==> src/hdl/bpf_pkg.sv <==
package bpf_pkg;

  // sizes
  localparam int MAX_PATTERN = 8;
  localparam int MAX_BUFFER  = 65536;
  localparam int BYTE_W      = 8;
  localparam int LEN_W       = 4;
  localparam int POS_W       = 16;
  localparam int COUNT_W     = 17;
  localparam int CFG_ADDR_W  = 2;
  localparam int CFG_DATA_W  = 64;

  // register indexes on the configuration port
  localparam logic [CFG_ADDR_W-1:0] REG_PATTERN_BYTES = 2'd0;
  localparam logic [CFG_ADDR_W-1:0] REG_PATTERN_LEN   = 2'd1;
  localparam logic [CFG_ADDR_W-1:0] REG_BASE_OFFSET   = 2'd2;

  typedef logic [MAX_PATTERN-1:0][BYTE_W-1:0] pattern_t;
  typedef logic [MAX_PATTERN-1:0]             eq_row_t;
  typedef eq_row_t [MAX_PATTERN-1:0]          eq_matrix_t;

  // result of the compare array for one beat
  typedef struct packed {
    logic             full;
    logic [LEN_W-1:0] tail;
  } hit_t;

endpackage

==> src/hdl/bpf_in_if.sv <==
interface bpf_in_if;
  logic                      valid;
  logic                      ready;
  logic [bpf_pkg::BYTE_W-1:0] data_byte;
  logic                      end_of_buffer;

  modport source (output valid, output data_byte, output end_of_buffer, input ready);
  modport sink   (input valid, input data_byte, input end_of_buffer, output ready);
endinterface

==> src/hdl/bpf_out_if.sv <==
interface bpf_out_if;
  logic                      valid;
  logic                      ready;
  logic                      first_found;
  logic [bpf_pkg::POS_W-1:0] first_pos;
  logic                      last_found;
  logic [bpf_pkg::POS_W-1:0] last_pos;
  logic [bpf_pkg::LEN_W-1:0] tail_len;

  modport source (output valid, output first_found, output first_pos, output last_found,
                  output last_pos, output tail_len, input ready);
  modport sink   (input valid, input first_found, input first_pos, input last_found,
                  input last_pos, input tail_len, output ready);
endinterface

==> src/hdl/bpf_cell.sv <==
module bpf_cell (
  input  logic                       clk,
  input  logic                       shift_en,
  input  logic [bpf_pkg::BYTE_W-1:0] byte_in,
  input  bpf_pkg::pattern_t          pattern,
  output logic [bpf_pkg::BYTE_W-1:0] byte_out,
  output bpf_pkg::eq_row_t           eq
);

  logic [bpf_pkg::BYTE_W-1:0] byte_r;
  logic [bpf_pkg::BYTE_W-1:0] byte_nxt;

  // take the neighbor's byte on every accepted beat
  assign byte_nxt = shift_en ? byte_in : byte_r;

  always_ff @(posedge clk) begin
    byte_r <= byte_nxt;
  end

  assign byte_out = byte_r;

  // compare the byte this cell holds after the beat with every pattern byte
  always_comb begin
    for (int j = 0; j < bpf_pkg::MAX_PATTERN; j++) begin
      eq[j] = (byte_in == pattern[j]);
    end
  end

endmodule

==> src/hdl/bpf_match.sv <==
module bpf_match (
  input  bpf_pkg::eq_matrix_t        eq,
  input  logic [bpf_pkg::LEN_W-1:0]  len,
  input  logic                       len_ok,
  output bpf_pkg::hit_t              hit
);

  logic [bpf_pkg::MAX_PATTERN:1] pfx;

  // suffix of length t equals pattern prefix of length t
  always_comb begin
    for (int t = 1; t <= bpf_pkg::MAX_PATTERN; t++) begin
      pfx[t] = 1'b1;
      for (int a = 0; a < bpf_pkg::MAX_PATTERN; a++) begin
        if (a < t) begin
          pfx[t] = pfx[t] & eq[a][t-1-a];
        end
      end
    end
  end

  // full match and longest tail, both gated by enough bytes seen
  always_comb begin
    hit.full = 1'b0;
    hit.tail = '0;
    for (int t = 1; t <= bpf_pkg::MAX_PATTERN; t++) begin
      if (len_ok && (bpf_pkg::LEN_W'(t) <= len) && pfx[t]) begin
        hit.tail = bpf_pkg::LEN_W'(t);
      end
      if (len_ok && (bpf_pkg::LEN_W'(t) == len) && pfx[t]) begin
        hit.full = 1'b1;
      end
    end
  end

endmodule

==> src/hdl/byte_pattern_finder_top.sv <==
// Byte pattern finder: scans a buffer one byte per beat for a pattern of up to
// eight bytes and, on the last byte of the buffer (end_of_buffer, or the 65536th
// byte), returns one result beat with the first and last match start plus
// base_offset and the longest buffer tail that is a pattern prefix. Bytes are
// taken one per clock while not stalled; a row of eight byte cells shifts on
// every accepted beat and compares against all pattern bytes in the same cycle.
// The result sits in an output register and is valid the cycle after the last
// byte is taken. The input stalls for as long as a result waits in that
// register and the output side is not ready.
// Write the registers only while no buffer is in flight.
module byte_pattern_finder_top (
  input  logic                           clk,
  input  logic                           rst_n,
  bpf_in_if.sink                         in_bus,
  bpf_out_if.source                      out_bus,
  input  logic                           cfg_we,
  input  logic [bpf_pkg::CFG_ADDR_W-1:0] cfg_addr,
  input  logic [bpf_pkg::CFG_DATA_W-1:0] cfg_data
);

  localparam int NP = bpf_pkg::MAX_PATTERN;

  // configuration registers
  bpf_pkg::pattern_t          pat_r;
  logic [bpf_pkg::LEN_W-1:0]  plen_r;
  logic [bpf_pkg::POS_W-1:0]  base_r;

  always_ff @(posedge clk) begin
    if (!rst_n) begin
      pat_r  <= '0;
      plen_r <= bpf_pkg::LEN_W'(1);
      base_r <= '0;
    end else if (cfg_we) begin
      case (cfg_addr)
        bpf_pkg::REG_PATTERN_BYTES: pat_r  <= cfg_data;
        bpf_pkg::REG_PATTERN_LEN:   plen_r <= cfg_data[bpf_pkg::LEN_W-1:0];
        bpf_pkg::REG_BASE_OFFSET:   base_r <= cfg_data[bpf_pkg::POS_W-1:0];
        default: ;
      endcase
    end
  end

  // handshake
  logic out_valid_r;
  logic accept;

  assign in_bus.ready = !out_valid_r || out_bus.ready;
  assign accept       = in_bus.valid && in_bus.ready;

  // row of byte cells, newest byte in cell 0
  logic [NP-1:0][bpf_pkg::BYTE_W-1:0] cell_byte;
  bpf_pkg::eq_matrix_t                eq;

  for (genvar k = 0; k < NP; k++) begin : g_cell
    logic [bpf_pkg::BYTE_W-1:0] feed;
    if (k == 0) begin : g_head
      assign feed = in_bus.data_byte;
    end else begin : g_body
      assign feed = cell_byte[k-1];
    end
    bpf_cell u_cell (
      .clk      (clk),
      .shift_en (accept),
      .byte_in  (feed),
      .pattern  (pat_r),
      .byte_out (cell_byte[k]),
      .eq       (eq[k])
    );
  end

  // buffer state
  logic [bpf_pkg::COUNT_W-1:0] cnt_r, cnt_nxt;
  logic                        seen_r, seen_nxt;
  logic [bpf_pkg::POS_W-1:0]   early_r, early_nxt;
  logic [bpf_pkg::POS_W-1:0]   late_r, late_nxt;

  logic [bpf_pkg::LEN_W-1:0]   len_eff;
  logic [bpf_pkg::COUNT_W-1:0] cnt_new;
  logic                        len_ok;
  logic                        last_beat;
  logic [bpf_pkg::POS_W-1:0]   start;
  bpf_pkg::hit_t               hit;

  // pattern length clamped to the cell count
  assign len_eff = (plen_r > bpf_pkg::LEN_W'(NP)) ? bpf_pkg::LEN_W'(NP) : plen_r;
  assign cnt_new = cnt_r + bpf_pkg::COUNT_W'(1);
  assign len_ok  = (len_eff != '0) && (cnt_new >= bpf_pkg::COUNT_W'(len_eff));
  assign start   = cnt_new[bpf_pkg::POS_W-1:0] - bpf_pkg::POS_W'(len_eff);
  assign last_beat = in_bus.end_of_buffer ||
                     (cnt_new == bpf_pkg::COUNT_W'(bpf_pkg::MAX_BUFFER));

  bpf_match u_match (
    .eq     (eq),
    .len    (len_eff),
    .len_ok (len_ok),
    .hit    (hit)
  );

  // match bookkeeping including this beat
  logic                      seen_now;
  logic [bpf_pkg::POS_W-1:0] early_now;
  logic [bpf_pkg::POS_W-1:0] late_now;

  assign seen_now  = seen_r || hit.full;
  assign early_now = seen_r ? early_r : start;
  assign late_now  = hit.full ? start : late_r;

  always_comb begin
    cnt_nxt   = cnt_r;
    seen_nxt  = seen_r;
    early_nxt = early_r;
    late_nxt  = late_r;
    if (accept) begin
      if (last_beat) begin
        cnt_nxt   = '0;
        seen_nxt  = 1'b0;
        early_nxt = '0;
        late_nxt  = '0;
      end else begin
        cnt_nxt   = cnt_new;
        seen_nxt  = seen_now;
        early_nxt = early_now;
        late_nxt  = late_now;
      end
    end
  end

  always_ff @(posedge clk) begin
    if (!rst_n) begin
      cnt_r   <= '0;
      seen_r  <= 1'b0;
      early_r <= '0;
      late_r  <= '0;
    end else begin
      cnt_r   <= cnt_nxt;
      seen_r  <= seen_nxt;
      early_r <= early_nxt;
      late_r  <= late_nxt;
    end
  end

  // output register
  logic                      out_valid_nxt;
  logic                      found_r;
  logic [bpf_pkg::POS_W-1:0] first_pos_r;
  logic [bpf_pkg::POS_W-1:0] last_pos_r;
  logic [bpf_pkg::LEN_W-1:0] tail_r;
  logic                      load;

  assign load = accept && last_beat;

  always_comb begin
    out_valid_nxt = out_valid_r;
    if (load) begin
      out_valid_nxt = 1'b1;
    end else if (out_bus.ready) begin
      out_valid_nxt = 1'b0;
    end
  end

  always_ff @(posedge clk) begin
    if (!rst_n) begin
      out_valid_r <= 1'b0;
    end else begin
      out_valid_r <= out_valid_nxt;
    end
  end

  always_ff @(posedge clk) begin
    if (load) begin
      found_r     <= seen_now;
      first_pos_r <= seen_now ? (early_now + base_r) : '0;
      last_pos_r  <= seen_now ? (late_now + base_r) : '0;
      tail_r      <= hit.tail;
    end
  end

  assign out_bus.valid       = out_valid_r;
  assign out_bus.first_found = found_r;
  assign out_bus.first_pos   = first_pos_r;
  assign out_bus.last_found  = found_r;
  assign out_bus.last_pos    = last_pos_r;
  assign out_bus.tail_len    = tail_r;

endmodule
==> src/flat_wrapper.sv <==
// flat-port wrapper written by rule: the top's interface ports become plain ports
module byte_pattern_finder_top_flat 
  (clk, rst_n, cfg_we, cfg_addr, cfg_data, in_bus_valid, in_bus_data_byte, in_bus_end_of_buffer, in_bus_ready, out_bus_valid, out_bus_first_found, out_bus_first_pos, out_bus_last_found, out_bus_last_pos, out_bus_tail_len, out_bus_ready);
  bpf_in_if in_bus_i ();
  bpf_out_if out_bus_i ();
  input  logic clk;
  input  logic rst_n;
  input  logic cfg_we;
  input  logic [bpf_pkg::CFG_ADDR_W-1:0] cfg_addr;
  input  logic [bpf_pkg::CFG_DATA_W-1:0] cfg_data;
  input wire logic [$bits(in_bus_i.valid)-1:0] in_bus_valid;
  input wire logic [$bits(in_bus_i.data_byte)-1:0] in_bus_data_byte;
  input wire logic [$bits(in_bus_i.end_of_buffer)-1:0] in_bus_end_of_buffer;
  output wire logic [$bits(in_bus_i.ready)-1:0] in_bus_ready;
  output wire logic [$bits(out_bus_i.valid)-1:0] out_bus_valid;
  output wire logic [$bits(out_bus_i.first_found)-1:0] out_bus_first_found;
  output wire logic [$bits(out_bus_i.first_pos)-1:0] out_bus_first_pos;
  output wire logic [$bits(out_bus_i.last_found)-1:0] out_bus_last_found;
  output wire logic [$bits(out_bus_i.last_pos)-1:0] out_bus_last_pos;
  output wire logic [$bits(out_bus_i.tail_len)-1:0] out_bus_tail_len;
  input wire logic [$bits(out_bus_i.ready)-1:0] out_bus_ready;
  assign in_bus_i.valid = in_bus_valid;
  assign in_bus_i.data_byte = in_bus_data_byte;
  assign in_bus_i.end_of_buffer = in_bus_end_of_buffer;
  assign in_bus_ready = in_bus_i.ready;
  assign out_bus_valid = out_bus_i.valid;
  assign out_bus_first_found = out_bus_i.first_found;
  assign out_bus_first_pos = out_bus_i.first_pos;
  assign out_bus_last_found = out_bus_i.last_found;
  assign out_bus_last_pos = out_bus_i.last_pos;
  assign out_bus_tail_len = out_bus_i.tail_len;
  assign out_bus_i.ready = out_bus_ready;
  byte_pattern_finder_top u_core (.clk(clk), .rst_n(rst_n), .in_bus(in_bus_i), .out_bus(out_bus_i), .cfg_we(cfg_we), .cfg_addr(cfg_addr), .cfg_data(cfg_data));
endmodule
==> config.mk <==
export PLATFORM = sky130hd
export DESIGN_NAME = byte_pattern_finder_top_flat
export DESIGN_NICKNAME = d
export VERILOG_FILES = /design/src/hdl/bpf_pkg.sv /design/src/hdl/bpf_in_if.sv /design/src/hdl/bpf_out_if.sv /design/src/hdl/bpf_cell.sv /design/src/hdl/bpf_match.sv /design/src/hdl/byte_pattern_finder_top.sv /design/src/flat_wrapper.sv
export SDC_FILE = /design/constraint.sdc
export NUM_CORES = 1
export LEC_CHECK = 0
export ABC_CLOCK_PERIOD_IN_PS = 5300
export BUFFER_PORTS_ARGS = -buffer_cell sky130_fd_sc_hd__clkbuf_2
export CAP_MARGIN = 20
export CORE_AREA = 2 2 183 185
export CTS_CLUSTER_SIZE = 25
export DETAILED_ROUTE_END_ITERATION = 16
export DIE_AREA = 0 0 185 187
export PLACE_DENSITY = 0.72
export REMOVE_ABC_BUFFERS = 1
export SYNTH_ARGS = -nofsm -noshare
export SYNTH_HDL_FRONTEND = slang
export SYNTH_HIERARCHICAL = 1
export SYNTH_SLANG_ARGS = --single-unit
==> constraint.sdc <==
create_clock -name clk -period 5.3 [get_ports clk]
set_input_delay 0.795 -clock clk [delete_from_list [all_inputs] [get_ports clk]]
set_output_delay 0.795 -clock clk [all_outputs]
set_load 0.05 [all_outputs]
==> summary.txt <==
Worst vdd ir - 0.1961 mV
Power per cell area - 273.2 mW/mm^2
Reg clk slew, reported paths - 0.06 ns
Worst Reg-to-Reg Cells - 25
Max Freq - 199.8 MHz
Remaining antenna violation count - 0
Max-slew headroom - 39.63%
Crit path DAT - 5.28 ns
Fin nets - 1752
Commonest non-fill, non-tap cell in the layout - xnor2_1
Initial antenna violation count - 1
GP Congestion - 0.9274
Post-DP HPWL - 27.67 mm
Startpoint Class - flop
CTS Buf Count - 26
Final worst path period share - 94.42%
Max-slew violations - 0
Non-Filler Cell Area, Final - 0.01620 sq mm
Share of cells above drive strength 1 - 16.14%
CTS root buf - clkbuf_16
LEAKAGE - 5.630 nW
Worst slew pin tran - 0.9056 ns
TritonCTS clock tree - yes
GRT Residual Overflow - 0
Internal power - 3.201 mW
Net Sw Frac - 27.70%
Htree depth - 1
Placed Cells - 2052
Combinational Power Share - 15.7%
Cell Area, Synth - 0.01468 sq mm
Drt via density - 5.383
Port Buffers - 119
Height of the chip - 187 um
Final hold vios - 0
DRT Pass-1 Iters - 5
Leading cell types in the layout, fill and taps excluded - xnor2_1, nand2_1, dfxtp_1, clkbuf_2, nor2_1
Die X - 185 um
YS warnings - 6
Hold buffers post-CTS - 0
Hold Path Cell Cnt - 2
Min cycle time layout - 5.004 ns
Starting density of the core - 44.68%
Total core area - 0.03286 sq mm
Die area - 0.03460 sq mm
Synth-to-layout area growth - 10.35%
Largest net degree at the start of global routing - 102
DP Area - 0.01531 sq mm
Hold Path Class - flop to flop
Seq pwr share - 45.3%
Clk_skew - 0.01487 ns
Top Ports - 120
Bufs on Longest Clock Path - 3
Critical path peak fanout - 6
Vias - 11320
Worst-skew pair later-pin latency - 0.53 ns
Gate Count Post-Synth - 1550
Final cell count without fillers - 2102
Final WS setup - 0.2956 ns
Global-route wire length before repair - 59.77 mm
Residual DRC - 0
Kind of critical path - flop to flop
WL per Instance - 17.79 um
Post-Place Setup Slack - 0.01611 ns
Drt total wl - 37.40 mm
# rows - 67
Status - finished clean
Setup crit end kind - flop
Switching power total - 1.226 mW
Max-cap violations - 0
Vias in the first global route - 11040
Sink Count - 228
Total track usage - 21.49%
Final setup vio count - 0
Clock power share - 39.0%
ANT cells - 0
Req. time, crit path - 5.58 ns
DRT iter0 DRCs - 1008
Post-Syn Area per Cell - 9.473 sq um
routing by layer:
layer / track usage [%] / wire length, um / up-vias
li1: - / - / 5489
met1: 31.46 / 17470 / 5401
met2: 33.10 / 16310 / 373
met3: 2.940 / 2661 / 53
met4: 5.861 / 958 / 0
met5: 0 / 0 / -
through the flow:
stage | power [mW] | hold slack, ns | utilization [%] | setup TNS, ns
detailed placement | 2.721 | 0.4516 | 46.60 | 0
global route | 4.603 | 0.4875 | 49.31 | -0.01959
floorplan | 2.490 | 0.4312 | - | -0.8950
CTS | 4.454 | 0.4600 | 49.12 | 0
global placement | 2.700 | 0.4377 | 46.60 | 0
finish | 4.427 | 0.4635 | 49.31 | 0
timing repair:
item / CTS / global route
pin swaps: 1 / 1
endpoints found under the setup margin: 1 / 6
resized for setup: 0 / 10
buffers inserted: 1 / 0
final timing paths:
check	startpoint	endpoint	slack, ns
setup / recovery	u_core/cnt_r[0]	u_core/out_bus.last_pos[14]	0.30
hold / removal	u_core/early_r[13]	u_core/early_r[13]	0.46
setup reg to reg	u_core/cnt_r[0]	u_core/out_bus.last_pos[14]	0.30
hold reg to reg	u_core/early_r[13]	u_core/early_r[13]	0.46
power groups by stage:
stage | combinational (mW) | sequential, mW | clock [mW]
after CTS | 0.687 | 2.00 | 1.76
after global placement | 0.663 | 2.04 | 0
after global routing | 0.755 | 2.01 | 1.83
after floorplan | 0.422 | 2.07 | 0
after detailed placement | 0.679 | 2.04 | 0
final | 0.694 | 2.00 | 1.73
registers in the layout (all words and copies together) (netlist names):
signal,count
u_core/out_bus.first_found,1
u_core/out_bus.last_pos,16
u_core/cnt_r,17
u_core/plen_r,4
u_core/out_bus.first_pos,16
u_core/late_r,16
u_core/g_cell.u_cell/byte_out,56
u_core/seen_r,1
u_core/base_r,16
u_core/out_bus.valid,1
u_core/early_r,16
u_core/pat_r,64
u_core/out_bus.tail_len,4
critical path, stage by stage, from the launching register on:
cell and delay [ns]:
dfxtp_1 0.38, ha_4 0.24, ha_1 0.29, nor2b_1 0.14
o21a_1 0.18, o21a_1 0.22, nor4_2 0.22, a31oi_1 0.11
buf_4 0.17, buf_4 0.15, nor2b_1 0.14, o2111ai_1 0.10
nand3_2 0.15, buf_4 0.18, nor2_1 0.08, a21oi_1 0.07
ha_1 0.23, fa_1 0.44, a21o_1 0.19, a21oi_2 0.19
nor2_1 0.09, o211ai_1 0.23, a31o_2 0.23, o21ai_0 0.12
xnor2_1 0.16, nor2_1 0.05
layout make-up:
cell class,instances,area (sq um)
clock buffer,36,752.0
clock inverter,12,70.07
fill,3065,16660
inverter,21,78.83
multi-input combinational,1176,8182
sequential,228,5495
tap,448,560.5
timing repair buffer,181,1065
(Power assumes the default switching activity.)
